### config.mk
export PLATFORM = sky130hd
export DESIGN_NAME = tlv_query_parser
export DESIGN_NICKNAME = d
export VERILOG_FILES = /design/src/tlvqp_pkg.sv /design/src/tlvqp_cfg.sv /design/src/tlvqp_core.sv /design/src/tlv_query_parser.sv
export SDC_FILE = /design/constraint.sdc
export NUM_CORES = 1
export LEC_CHECK = 0
export BUFFER_PORTS_ARGS = -buffer_cell sky130_fd_sc_hd__buf_2
export CAP_MARGIN = 15
export CORE_ASPECT_RATIO = 0.75
export CORE_UTILIZATION = 54
export CTS_CLUSTER_DIAMETER = 30
export DETAILED_ROUTE_END_ITERATION = 7
export GPL_TIMING_DRIVEN = 0
export PLACE_DENSITY = 0.74
export SYNTH_ARGS = -nofsm -noshare
export SYNTH_HDL_FRONTEND = slang
export SYNTH_SLANG_ARGS = --single-unit
### constraint.sdc
create_clock -name aclk -period 4.5 [get_ports aclk]
set_clock_uncertainty 0.2 [all_clocks]
set_input_delay 0.225 -clock aclk [delete_from_list [all_inputs] [get_ports aclk]]
set_output_delay 0.225 -clock aclk [all_outputs]
set_load 0.01 [all_outputs]
### src/tlvqp_pkg.sv
// Shared types, constants and the helper function of the TLV query parser.
package tlvqp_pkg;

    // Configuration register indexes.
    localparam logic [1:0] REG_VERSION_TYPE = 2'd0;
    localparam logic [1:0] REG_SIZE_TYPE    = 2'd1;
    localparam logic [1:0] REG_GROUP_TYPE   = 2'd2;

    // Reset values of the type code registers.
    localparam logic [15:0] RESET_VERSION_TYPE = 16'd1;
    localparam logic [15:0] RESET_SIZE_TYPE    = 16'd2;
    localparam logic [15:0] RESET_GROUP_TYPE   = 16'd3;

    // Header byte positions of the two length bytes and of the value section of a record.
    localparam logic [2:0] POS_VALUE = 3'd4;
    localparam logic [2:0] POS_LEN_HI = 3'd2;
    localparam logic [2:0] POS_LEN_LO = 3'd3;

    // Group address kinds and the record lengths that go with them.
    localparam logic [7:0]  KIND_ADDR4 = 8'd1;
    localparam logic [7:0]  KIND_ADDR16 = 8'd2;
    localparam logic [15:0] LEN_ADDR4 = 16'd5;
    localparam logic [15:0] LEN_ADDR16 = 16'd17;
    localparam logic [15:0] LEN_SIZE = 16'd2;
    localparam logic [15:0] ADDR_BYTES_MAX = 16'd16;

    // Parse status codes, also used as the finished code of the parser.
    typedef enum logic [1:0] {
        STATUS_FOUND     = 2'd0,
        STATUS_MALFORMED = 2'd1,
        STATUS_PARSING   = 2'd2
    } status_t;

    // Record classes.
    typedef enum logic [1:0] {
        CLASS_OTHER   = 2'd0,
        CLASS_VERSION = 2'd1,
        CLASS_SIZE    = 2'd2,
        CLASS_GROUP   = 2'd3
    } rec_class_t;

    // Type code registers as seen by the parser.
    typedef struct packed {
        logic [15:0] version_type;
        logic [15:0] size_type;
        logic [15:0] group_type;
    } type_codes_t;

    // One result item.
    typedef struct packed {
        logic [63:0] group_addr_low;
        logic [63:0] group_addr_high;
        logic [1:0]  group_kind;
        logic [15:0] reply_size;
        logic        version_requested;
        logic [1:0]  parse_status;
    } result_t;

    localparam int RESULT_BITS = $bits(result_t);
    localparam int TDATA_BITS = ((RESULT_BITS + 7) / 8) * 8;

    // Maps a record type to its class; earlier registers win on equal codes.
    function automatic rec_class_t classify(input logic [15:0] t, input type_codes_t codes);
        rec_class_t c;
        if (t == codes.version_type) begin
            c = CLASS_VERSION;
        end else if (t == codes.size_type) begin
            c = CLASS_SIZE;
        end else if (t == codes.group_type) begin
            c = CLASS_GROUP;
        end else begin
            c = CLASS_OTHER;
        end
        return c;
    endfunction

endpackage

### src/tlvqp_cfg.sv
// Type code registers of the TLV query parser with their write port.
module tlvqp_cfg (
    input  logic                       aclk,
    input  logic                       aresetn,
    input  logic                       cfg_wr_en,
    input  logic [1:0]                 cfg_addr,
    input  logic [15:0]                cfg_wr_data,
    output tlvqp_pkg::type_codes_t     codes
);

    tlvqp_pkg::type_codes_t codes_reg;

    // Register writes; an index beyond the list is dropped.
    always_ff @(posedge aclk) begin
        if (!aresetn) begin
            codes_reg.version_type <= tlvqp_pkg::RESET_VERSION_TYPE;
            codes_reg.size_type    <= tlvqp_pkg::RESET_SIZE_TYPE;
            codes_reg.group_type   <= tlvqp_pkg::RESET_GROUP_TYPE;
        end else if (cfg_wr_en) begin
            unique case (cfg_addr)
                tlvqp_pkg::REG_VERSION_TYPE: codes_reg.version_type <= cfg_wr_data;
                tlvqp_pkg::REG_SIZE_TYPE:    codes_reg.size_type <= cfg_wr_data;
                tlvqp_pkg::REG_GROUP_TYPE:   codes_reg.group_type <= cfg_wr_data;
                default: ;
            endcase
        end
    end

    assign codes = codes_reg;

endmodule

### src/tlvqp_core.sv
// Per-byte parse state of the TLV query parser and the result it yields.
module tlvqp_core (
    input  logic                       aclk,
    input  logic                       aresetn,
    input  logic                       step,
    input  logic [7:0]                 message_byte,
    input  logic                       last_byte,
    input  tlvqp_pkg::type_codes_t     codes,
    output tlvqp_pkg::result_t         result
);

    logic [2:0]          pos_reg, pos_next;
    logic [15:0]         type_reg, type_next;
    logic [15:0]         len_reg, len_next;
    logic [15:0]         seen_reg, seen_next;
    logic [7:0]          kind_reg, kind_next;
    logic [15:0]         size_cap_reg, size_cap_next;
    logic [15:0]         size_held_reg, size_held_next;
    logic [63:0]         addr_hi_reg, addr_hi_next;
    logic [63:0]         addr_lo_reg, addr_lo_next;
    logic                ver_reg, ver_next;
    tlvqp_pkg::status_t  fin_reg, fin_next;
    tlvqp_pkg::rec_class_t cls_cur;
    tlvqp_pkg::rec_class_t cls_next;
    logic                do_finish;
    tlvqp_pkg::status_t  status;

    assign cls_cur  = tlvqp_pkg::classify(type_reg, codes);
    assign cls_next = tlvqp_pkg::classify(type_next, codes);

    // Next state for one byte: header assembly, value capture, record close.
    always_comb begin
        pos_next       = pos_reg;
        type_next      = type_reg;
        len_next       = len_reg;
        seen_next      = seen_reg;
        kind_next      = kind_reg;
        size_cap_next  = size_cap_reg;
        size_held_next = size_held_reg;
        addr_hi_next   = addr_hi_reg;
        addr_lo_next   = addr_lo_reg;
        ver_next       = ver_reg;
        fin_next       = fin_reg;
        do_finish      = 1'b0;

        if (fin_reg == tlvqp_pkg::STATUS_PARSING) begin
            if (pos_reg != tlvqp_pkg::POS_VALUE) begin
                // Header bytes: type then length, both big-endian.
                if (pos_reg < tlvqp_pkg::POS_LEN_HI) begin
                    type_next = {type_reg[7:0], message_byte};
                end else begin
                    len_next = {len_reg[7:0], message_byte};
                end
                pos_next = pos_reg + 3'd1;
                if (pos_reg == tlvqp_pkg::POS_LEN_LO) begin
                    seen_next     = '0;
                    kind_next     = '0;
                    size_cap_next = '0;
                    addr_hi_next  = '0;
                    addr_lo_next  = '0;
                    do_finish     = (len_next == '0);
                end
            end else begin
                // Value bytes: capture what the record class needs.
                unique case (cls_cur)
                    tlvqp_pkg::CLASS_SIZE: begin
                        size_cap_next = {size_cap_reg[7:0], message_byte};
                    end
                    tlvqp_pkg::CLASS_GROUP: begin
                        if (seen_reg == '0) begin
                            kind_next = message_byte;
                        end else if (seen_reg <= tlvqp_pkg::ADDR_BYTES_MAX) begin
                            addr_hi_next = {addr_hi_reg[55:0], addr_lo_reg[63:56]};
                            addr_lo_next = {addr_lo_reg[55:0], message_byte};
                        end
                    end
                    default: ;
                endcase
                seen_next = seen_reg + 16'd1;
                do_finish = (seen_next == len_reg);
            end

            // Close the record and check its length and kind.
            if (do_finish) begin
                pos_next = '0;
                unique case (cls_next)
                    tlvqp_pkg::CLASS_VERSION: ver_next = 1'b1;
                    tlvqp_pkg::CLASS_SIZE: begin
                        if (len_next != tlvqp_pkg::LEN_SIZE) begin
                            fin_next = tlvqp_pkg::STATUS_MALFORMED;
                        end else begin
                            size_held_next = size_cap_next;
                        end
                    end
                    tlvqp_pkg::CLASS_GROUP: begin
                        if ((kind_next == tlvqp_pkg::KIND_ADDR4 &&
                             len_next == tlvqp_pkg::LEN_ADDR4) ||
                            (kind_next == tlvqp_pkg::KIND_ADDR16 &&
                             len_next == tlvqp_pkg::LEN_ADDR16)) begin
                            fin_next = tlvqp_pkg::STATUS_FOUND;
                        end else begin
                            fin_next = tlvqp_pkg::STATUS_MALFORMED;
                        end
                    end
                    default: ;
                endcase
            end
        end
    end

    // Status as seen at the last byte: a value cut short is malformed.
    always_comb begin
        if (fin_next != tlvqp_pkg::STATUS_PARSING) begin
            status = fin_next;
        end else if (pos_next == tlvqp_pkg::POS_VALUE) begin
            status = tlvqp_pkg::STATUS_MALFORMED;
        end else begin
            status = tlvqp_pkg::STATUS_PARSING;
        end
    end

    // Result fields; group data only on success.
    always_comb begin
        result.parse_status      = status;
        result.version_requested = ver_next;
        result.reply_size        = size_held_next;
        if (status == tlvqp_pkg::STATUS_FOUND) begin
            result.group_kind      = kind_next[1:0];
            result.group_addr_high = addr_hi_next;
            result.group_addr_low  = addr_lo_next;
        end else begin
            result.group_kind      = '0;
            result.group_addr_high = '0;
            result.group_addr_low  = '0;
        end
    end

    // State registers; every query starts from a clean state.
    always_ff @(posedge aclk) begin
        if (!aresetn || (step && last_byte)) begin
            pos_reg       <= '0;
            type_reg      <= '0;
            len_reg       <= '0;
            seen_reg      <= '0;
            kind_reg      <= '0;
            size_cap_reg  <= '0;
            size_held_reg <= '0;
            addr_hi_reg   <= '0;
            addr_lo_reg   <= '0;
            ver_reg       <= 1'b0;
            fin_reg       <= tlvqp_pkg::STATUS_PARSING;
        end else if (step) begin
            pos_reg       <= pos_next;
            type_reg      <= type_next;
            len_reg       <= len_next;
            seen_reg      <= seen_next;
            kind_reg      <= kind_next;
            size_cap_reg  <= size_cap_next;
            size_held_reg <= size_held_next;
            addr_hi_reg   <= addr_hi_next;
            addr_lo_reg   <= addr_lo_next;
            ver_reg       <= ver_next;
            fin_reg       <= fin_next;
        end
    end

endmodule

### src/tlv_query_parser.sv
// Top level of the TLV query parser: input register, parse core, result register.
//
// The s_ channel takes one query body byte per request, with s_tlast on the
// final byte of the body. Records are a 16-bit big-endian type, a 16-bit
// big-endian length and the value. At the final byte one result request
// leaves on the m_ channel; no other byte produces a result.
//
// The type codes of the version request, reply size and group records sit in
// three registers written through cfg_wr_en / cfg_addr / cfg_wr_data; they are
// to be written only while no query is in flight, which the block does not enforce.
//
// Throughput is one byte per cycle while no final byte is held back. A byte is
// held in the input register and then updates the parse state; the result of
// a final byte goes into the result register, which drives m_tdata, as that
// byte leaves the input register. The single result register stalls only final
// bytes: when m_tready is low and a result is waiting, other bytes still flow
// and a final byte waits in the input register, which then holds off s_tready.
//
// aresetn (synchronous, active low) empties both registers, clears the
// parse state and restores the type codes 1, 2 and 3.
module tlv_query_parser (
    input  logic                              aclk,
    input  logic                              aresetn,
    input  logic                              s_tvalid,
    output logic                              s_tready,
    input  logic [7:0]                        s_tdata,   // [7:0] message_byte
    input  logic                              s_tlast,   // last_byte
    output logic                              m_tvalid,
    input  logic                              m_tready,
    // [1:0] parse_status, [2] version_requested, [18:3] reply_size,
    // [20:19] group_kind, [84:21] group_addr_high, [148:85] group_addr_low,
    // [151:149] zero
    output logic [tlvqp_pkg::TDATA_BITS-1:0]  m_tdata,
    input  logic                              cfg_wr_en,
    input  logic [1:0]                        cfg_addr,
    input  logic [15:0]                       cfg_wr_data
);

    logic                    in_valid_reg;
    logic [7:0]              in_byte_reg;
    logic                    in_last_reg;
    logic                    out_valid_reg;
    tlvqp_pkg::result_t      out_data_reg;
    logic                    out_free;
    logic                    advance;
    tlvqp_pkg::type_codes_t  codes;
    tlvqp_pkg::result_t      result;

    tlvqp_cfg u_cfg (
        .aclk        (aclk),
        .aresetn     (aresetn),
        .cfg_wr_en   (cfg_wr_en),
        .cfg_addr    (cfg_addr),
        .cfg_wr_data (cfg_wr_data),
        .codes       (codes)
    );

    // A byte moves on unless it is final and the result register is full and not read.
    assign out_free = !out_valid_reg || m_tready;
    assign advance  = in_valid_reg && (!in_last_reg || out_free);
    assign s_tready = !in_valid_reg || advance;

    // Input register.
    always_ff @(posedge aclk) begin
        if (!aresetn) begin
            in_valid_reg <= 1'b0;
        end else if (s_tready) begin
            in_valid_reg <= s_tvalid;
        end
    end

    always_ff @(posedge aclk) begin
        if (s_tready && s_tvalid) begin
            in_byte_reg <= s_tdata;
            in_last_reg <= s_tlast;
        end
    end

    tlvqp_core u_core (
        .aclk         (aclk),
        .aresetn      (aresetn),
        .step         (advance),
        .message_byte (in_byte_reg),
        .last_byte    (in_last_reg),
        .codes        (codes),
        .result       (result)
    );

    // Result register.
    always_ff @(posedge aclk) begin
        if (!aresetn) begin
            out_valid_reg <= 1'b0;
        end else if (advance && in_last_reg) begin
            out_valid_reg <= 1'b1;
        end else if (m_tready) begin
            out_valid_reg <= 1'b0;
        end
    end

    always_ff @(posedge aclk) begin
        if (advance && in_last_reg) begin
            out_data_reg <= result;
        end
    end

    assign m_tvalid = out_valid_reg;
    assign m_tdata  = {{(tlvqp_pkg::TDATA_BITS - tlvqp_pkg::RESULT_BITS){1'b0}}, out_data_reg};

endmodule
==> results.toml, run 1 <==
[power]
combPwrFrac = 0.039
seq_power_share = 0.415
power_uw = 9890
p_sw_frac = 0.232
pwr-share-clk = 0.546
p_sw_uw = 2290
p_leak_uw = 0.00885
power_density_nw_per_um2 = 418
vdd_drop_max_mv = 0.291
intPower_uw = 7600

[layout]
final_core_util = 0.678
area_growth_pct = 22.6
layout.nets = 2361
drive_gt1_frac = 0.156
largest_register_ffs = 149
num_antenna_cells = 0
fillers = 2718
finalNonFillerCells = 2836

[grt]
grt_max_degree = 49
grt_pass1_wl_um = 93400
grt_usage = 0.329
grt_overflow_total = 0
grt_pass1_vias = 16567
antenna_found_initial = 0

[sta]
fin_crit_sh = 0.971
final.setup.tns_ns = 0
worstMarginPinSlew_ns = 1.15
setup_viol = 0
fin_hold_ws_ns = 0.152
fin_crit_ns = 4.37
slew_headroom = 0.228
rsz0062_at_grt = "no"
slew_violations = 0
clock.fmax_mhz = 229
hold_violations = 0

[hold_path]
hp-class = "input port to flop"

[clock_network]
cts_tree = "yes"
clock_latency_ns = 0.60
cts_root_buffer = "clkbuf_16"
cts_inserted_buffers = 68
cts_setup_buffers = 0
clk_path_buf_depth = 3
h-tree-depth = 3
cts.reportedPaths.clkPinSlew_ns = 0.06
clock_sinks = 430

[critical_path]
critPathCaptureType = "flop"
critPathRequiredTime_ns = 4.69
arrival_ns = 4.56
crit_path_max_fanout = 10
worstSetupPathType = "flop to flop"
worstSetupStartpointType = "flop"

[floorplan]
start_util = 0.553
chipWidth_um = 220
core_sq_um = 34900
io_pins = 186
fp.dieH_um = 166
die_area_sq_um = 36500
rows = 59

[route]
viasPerCell = 6.15
drt_iter0_drc = 2154
ant_nets = 0
routed-via-count = 17429
first_pass_iters = 8
drc = 9
avgRoutedWirePerCell_um = 21.2
wl_um = 60000

[synth]
ys_seq_area_frac = 0.528
syn_area_sq_um = 19300
yosysWarnings = 0
synthCells = 2033
ys.flop_type = "dfxtp_1"
synth_cell_types = 73
avgSynthCellArea_sq_um = 9.50
synth_edf_count = 158
async_flop_share = 0
ys_ff_latch = 430

[placed_design]
numPortBuffers = 182
globalplace.congestion = 1.02
dpl.cell_count = 2677
place_hpwl_um = 42000

[outcome]
outcome = "finished with violations"
violations = "design-rule violations"

[job]
drv_cap = 0
==> final cells by class <==
cell class | instances | area [sq um] | area share
well taps | 457 | 572 | 0.0241
clock buffers | 78 | 1840 | 0.0779
repair buffers | 224 | 1360 | 0.0574
multi-input cells | 1388 | 8250 | 0.348
inverters | 41 | 158 | 0.00666
plain buffers | 171 | 768 | 0.0324
flip-flops and latches | 430 | 10200 | 0.430
clock inverters | 47 | 542 | 0.0229
==> cell usage in the layout (no fill, tap or decap), drive strengths merged, types with 6 or more instances in the layout <==
master | Yosys | layout
nor3 | 17 | 17
mux2 | 18 | 18
a21oi | 64 | 64
bufinv | 0 | 7
xor2 | 45 | 45
o21ai | 48 | 48
and3 | 9 | 9
nand2 | 198 | 198
and2 | 6 | 6
nand3b | 8 | 8
o22ai | 7 | 7
clkinv | 0 | 20
a22oi | 282 | 282
or3 | 9 | 9
inv | 41 | 56
xnor2 | 49 | 49
mux2i | 26 | 26
clkbuf | 142 | 216
edfxtp | 158 | 158
and4 | 7 | 7
nor4 | 18 | 18
buf | 34 | 220
a211oi | 6 | 6
dfxtp | 272 | 272
nand4 | 20 | 20
nand2b | 14 | 14
nor2 | 361 | 361
a21boi | 46 | 46
dlygate4sd3 | 0 | 37
nand3 | 32 | 32
==> metrics by stage <==
stage               setup slack [ns]  instance area [sq um]
floorplan                      0.514                  19300
global placement              -0.798                  20800
detailed placement            -0.123                  20900
CTS                           0.0161                  23600
global route                  0.0279                  23700
finish                         0.132                  23700
==> cells in the mapped netlist (14+ instances only) <==
cell      count  share of area
inv_1        41         0.0080
a22oi_1     282           0.11
dfxtp_1     272           0.28
mux2_2       18          0.010
nand2_1     198          0.038
nand4_1      20         0.0065
xnor2_1      49          0.022
o21ai_0      46          0.012
nand3_1      32         0.0083
edfxtp_1    158           0.25
nor2_1      361          0.070
nor3_1       17         0.0044
xor2_1       45          0.020
a21boi_0     46          0.018
clkbuf_1    142          0.028
mux2i_1      26          0.013
nor4_1       17         0.0055
nand2b_1     14         0.0045
a21oi_1      63          0.016
==> power by group through the flow <==
stage / Combinational (uW) / Clock (uW) / Sequential, uW
floorplan: 222 / 0 / 4170
global placement: 347 / 0 / 4180
detailed placement: 359 / 0 / 4180
CTS: 385 / 5440 / 4100
global route: 417 / 5620 / 4100
finish: 389 / 5400 / 4100
==> critical path: stages (launching register included) <==
cell and delay, ns:
dfxtp_1 0.30, clkbuf_1 0.20, nor4b_4 0.47, buf_2 0.36, buf_2 0.31, buf_2 0.30
nand3_1 0.12, o22ai_1 0.18, nand4_1 0.15, nor3_2 0.28, mux2i_1 0.26, nor3_2 0.27
a21oi_4 0.12, buf_6 0.20, buf_6 0.17, nor2_1 0.27
==> metal layers <==
metal | share of wire | global-route usage | vias to the layer above
met5 | 0 | 0 | -
met4 | 0.031 | 0.114 | 0
met3 | 0.10 | 0.0716 | 137
met2 | 0.42 | 0.473 | 966
met1 | 0.44 | 0.488 | 8416
li1 | - | - | 7910
==> timing repair <==
| action | CTS | global route |
|---|---|---|
| hold buffers | 37 | 0 |
| setup endpoints to repair | 71 | 127 |
| pin swaps | 0 | 0 |
| endpoints found under the hold margin | 71 | 0 |
| resized for setup | 2 | 13 |
==> kinds of logic after synthesis <==
family                     after synthesis  share of synthesized area
and+or+nand+nor                        727                      0.165
AOI/OAI and AO/OA                      515                      0.189
DFF                                    430                      0.528
buffers and inverters                  217                     0.0485
xor gates and xnor gates                94                     0.0426
muxes                                   44                     0.0240
adders and majority gates                5                    0.00324
other                                    1                   0.000194
==> path summary, 6_finish.rpt <==
kind | from | end | slack [ns] | cells past startpoint
worst min-delay path | s_tdata[1] | in_byte_reg[1] | 0.15 | 2
worst max register to register | u_core.pos_reg[2] | m_tdata[83] | 0.13 | 15
worst max-delay path | u_core.pos_reg[2] | m_tdata[83] | 0.13 | 15
worst min register to register | u_core.len_reg[12] | u_core.len_reg[12] | 0.29 | 2
Note: power is estimated with default switching activity, not from simulation.
==> inputs of run 2 (changes only) <==
BUFFER_PORTS_ARGS = -buffer_cell sky130_fd_sc_hd__clkbuf_2   (was -buffer_cell sky130_fd_sc_hd__buf_2)
==> results.toml, run 2 (synthesis gave the netlist of run 1 again) <==
[outcome]
outcome = "finished with violations"
violations = "design-rule violations"

[clock_network]
clk_path_buf_depth = 3
cts.reportedPaths.clkPinSlew_ns = 0.05
cts_tree = "yes"
cts_inserted_buffers = 74
clock_sinks = 430
cts_root_buffer = "clkbuf_16"
cts_setup_buffers = 0
h-tree-depth = 3
clock_latency_ns = 0.58

[critical_path]
crit_start = "u_core.pos_reg[2]"
critPathRequiredTime_ns = 4.69
crit_path_max_fanout = 10
worstSetupStartpointType = "flop"
worstSetupPathType = "flop to flop"
crit_top_cell = "buf_6"
crit_slowest_cell = "nor4b_4"
cp_slowest_stage_delay_ns = 0.47
arrival_ns = 4.53
reg2reg_from = "u_core.pos_reg[2]"
path_cells = "clkbuf_1 > nor4b_4 > clkbuf_4 > buf_2 > clkbuf_2 > nand3_1 > o22ai_1 > nand4_1 > nor3_2 > mux2i_1 > nor3_1 > a21oi_4 > buf_6 > buf_6 > nor2_1"
critPathCaptureType = "flop"
r2r_slack_ns = 0.15

[layout]
num_antenna_cells = 0
drive_gt1_frac = 0.158
layout.nets = 2361
layout_common_cells = "361 x nor2_1, 282 x a22oi_1, 272 x dfxtp_1"
final_area_sq_um = 23800
area_growth_pct = 23.2
largest_register_ffs = 149
layout_commonest_cell = "nor2_1"

[floorplan]
core_sq_um = 34900
die_area_sq_um = 36500
io_pins = 186
fp.dieH_um = 166
rows = 59
start_util = 0.553
chipWidth_um = 220

[grt]
antenna_found_initial = 0
grt_usage = 0.328
grt_overflow_total = 0
grt_max_degree = 48
grt_pass1_wl_um = 93100
grt_pass1_vias = 16626

[route]
viasPerCell = 6.11
routed-via-count = 17349
first_pass_iters = 8
ant_nets = 0
wl_um = 59900
drc = 36
drt_iter0_drc = 2116
avgRoutedWirePerCell_um = 21.1

[sta]
worstMarginPinSlew_ns = 1.16
slew_violations = 0
setup_viol = 0
hold_violations = 0
fin_crit_ns = 4.35
clock.fmax_mhz = 230
rsz0062_at_grt = "no"
fin_crit_sh = 0.966
slew_headroom = 0.223

[hold_path]
min_from = "cfg_wr_en"
hp-class = "input port to flop"

[placed_design]
numPortBuffers = 182
place_area_sq_um = 20900
place_hpwl_um = 41900
globalplace.congestion = 1.01

[power]
power_uw = 10300
vdd_drop_max_mv = 0.418
power_density_nw_per_um2 = 431
p_leak_uw = 0.00883

[job]
drv_cap = 0
==> run 2: changes by cell type in the layout (fill, tap and decap cells not counted), moves of 3 or more <==
cell	change
bufinv_16	+3
inv_6	+6
clkbuf_2	+182
nor3_2	-3
buf_2	-184
clkinv_4	+3
dlygate4sd3_1	-5
nor3_1	+3
clkbuf_16	+5
==> run 2: where the power goes <==
| part | switching, uW | internal [uW] | total (uW) |
|---|---|---|---|
| registers | 46.1 | 4060 | 4110 |
| clock network | 2010 | 3750 | 5760 |
| logic | 256 | 134 | 390 |
==> run 2: path summary, 6_finish.rpt <==
check / end / cells after the start
worst max-delay path: m_tdata[83] / 15
worst min-delay path: u_cfg.codes[18] / 4
worst max register to register: m_tdata[83] / 15
worst min register to register: u_core.len_reg[12] / 2
==> run 2: critical path: cells and delay by family (launching register included) <==
kind,cells,cell delay [ns]
AO/OA/AOI/OAI,2,0.29
buffers and inverters,6,1.51
flip-flops,1,0.30
multiplexers,1,0.20
AND/OR/NAND/NOR,6,1.64
==> run 2: final cells by class <==
class                           count  area (sq um)
Buffer                            170           766
Tap cell                          457           572
Inverter                           41           158
Timing Repair Buffer              219          1310
Sequential cell                   430         10200
Fill cell                        2729         11100
Multi-Input combinational cell   1388          8250
Clock inverter                     51           597
Clock buffer                       84          1960
==> run 2: through the flow <==
step | utilization | setup TNS, ns | setup WS, ns | std cells | hold slack (ns)
finish | 0.682 | 0 | 0.154 | 2840 | 0.0449
global route | 0.682 | 0 | 0.00968 | 2840 | 0.0690
CTS | 0.681 | 0 | 0.0181 | 2845 | 0.0242
detailed placement | 0.598 | -0.0434 | -0.0322 | 2678 | 0.208
global placement | 0.596 | -113.12 | -0.776 | 2674 | 0.205
floorplan | - | 0 | 0.514 | 2035 | 0.124
==> run 2: repair_timing <==
| item | in CTS | in global routing |
|---|---|---|
| endpoints found under the setup margin | 3 | 131 |
| hold endpoints to repair | 69 | 0 |
| pin swaps | 0 | 0 |
| hold buffers | 32 | 0 |
| gates cloned | 0 | 0 |
| resized for setup | 1 | 13 |
==> run 2: routing by layer <==
layer	up-vias	GRT usage	wire, um
met4	0	0.115	1620
met2	970	0.469	25600
li1	7923	-	-
met3	120	0.0886	6470
met1	8336	0.474	26200
met5	-	0	0
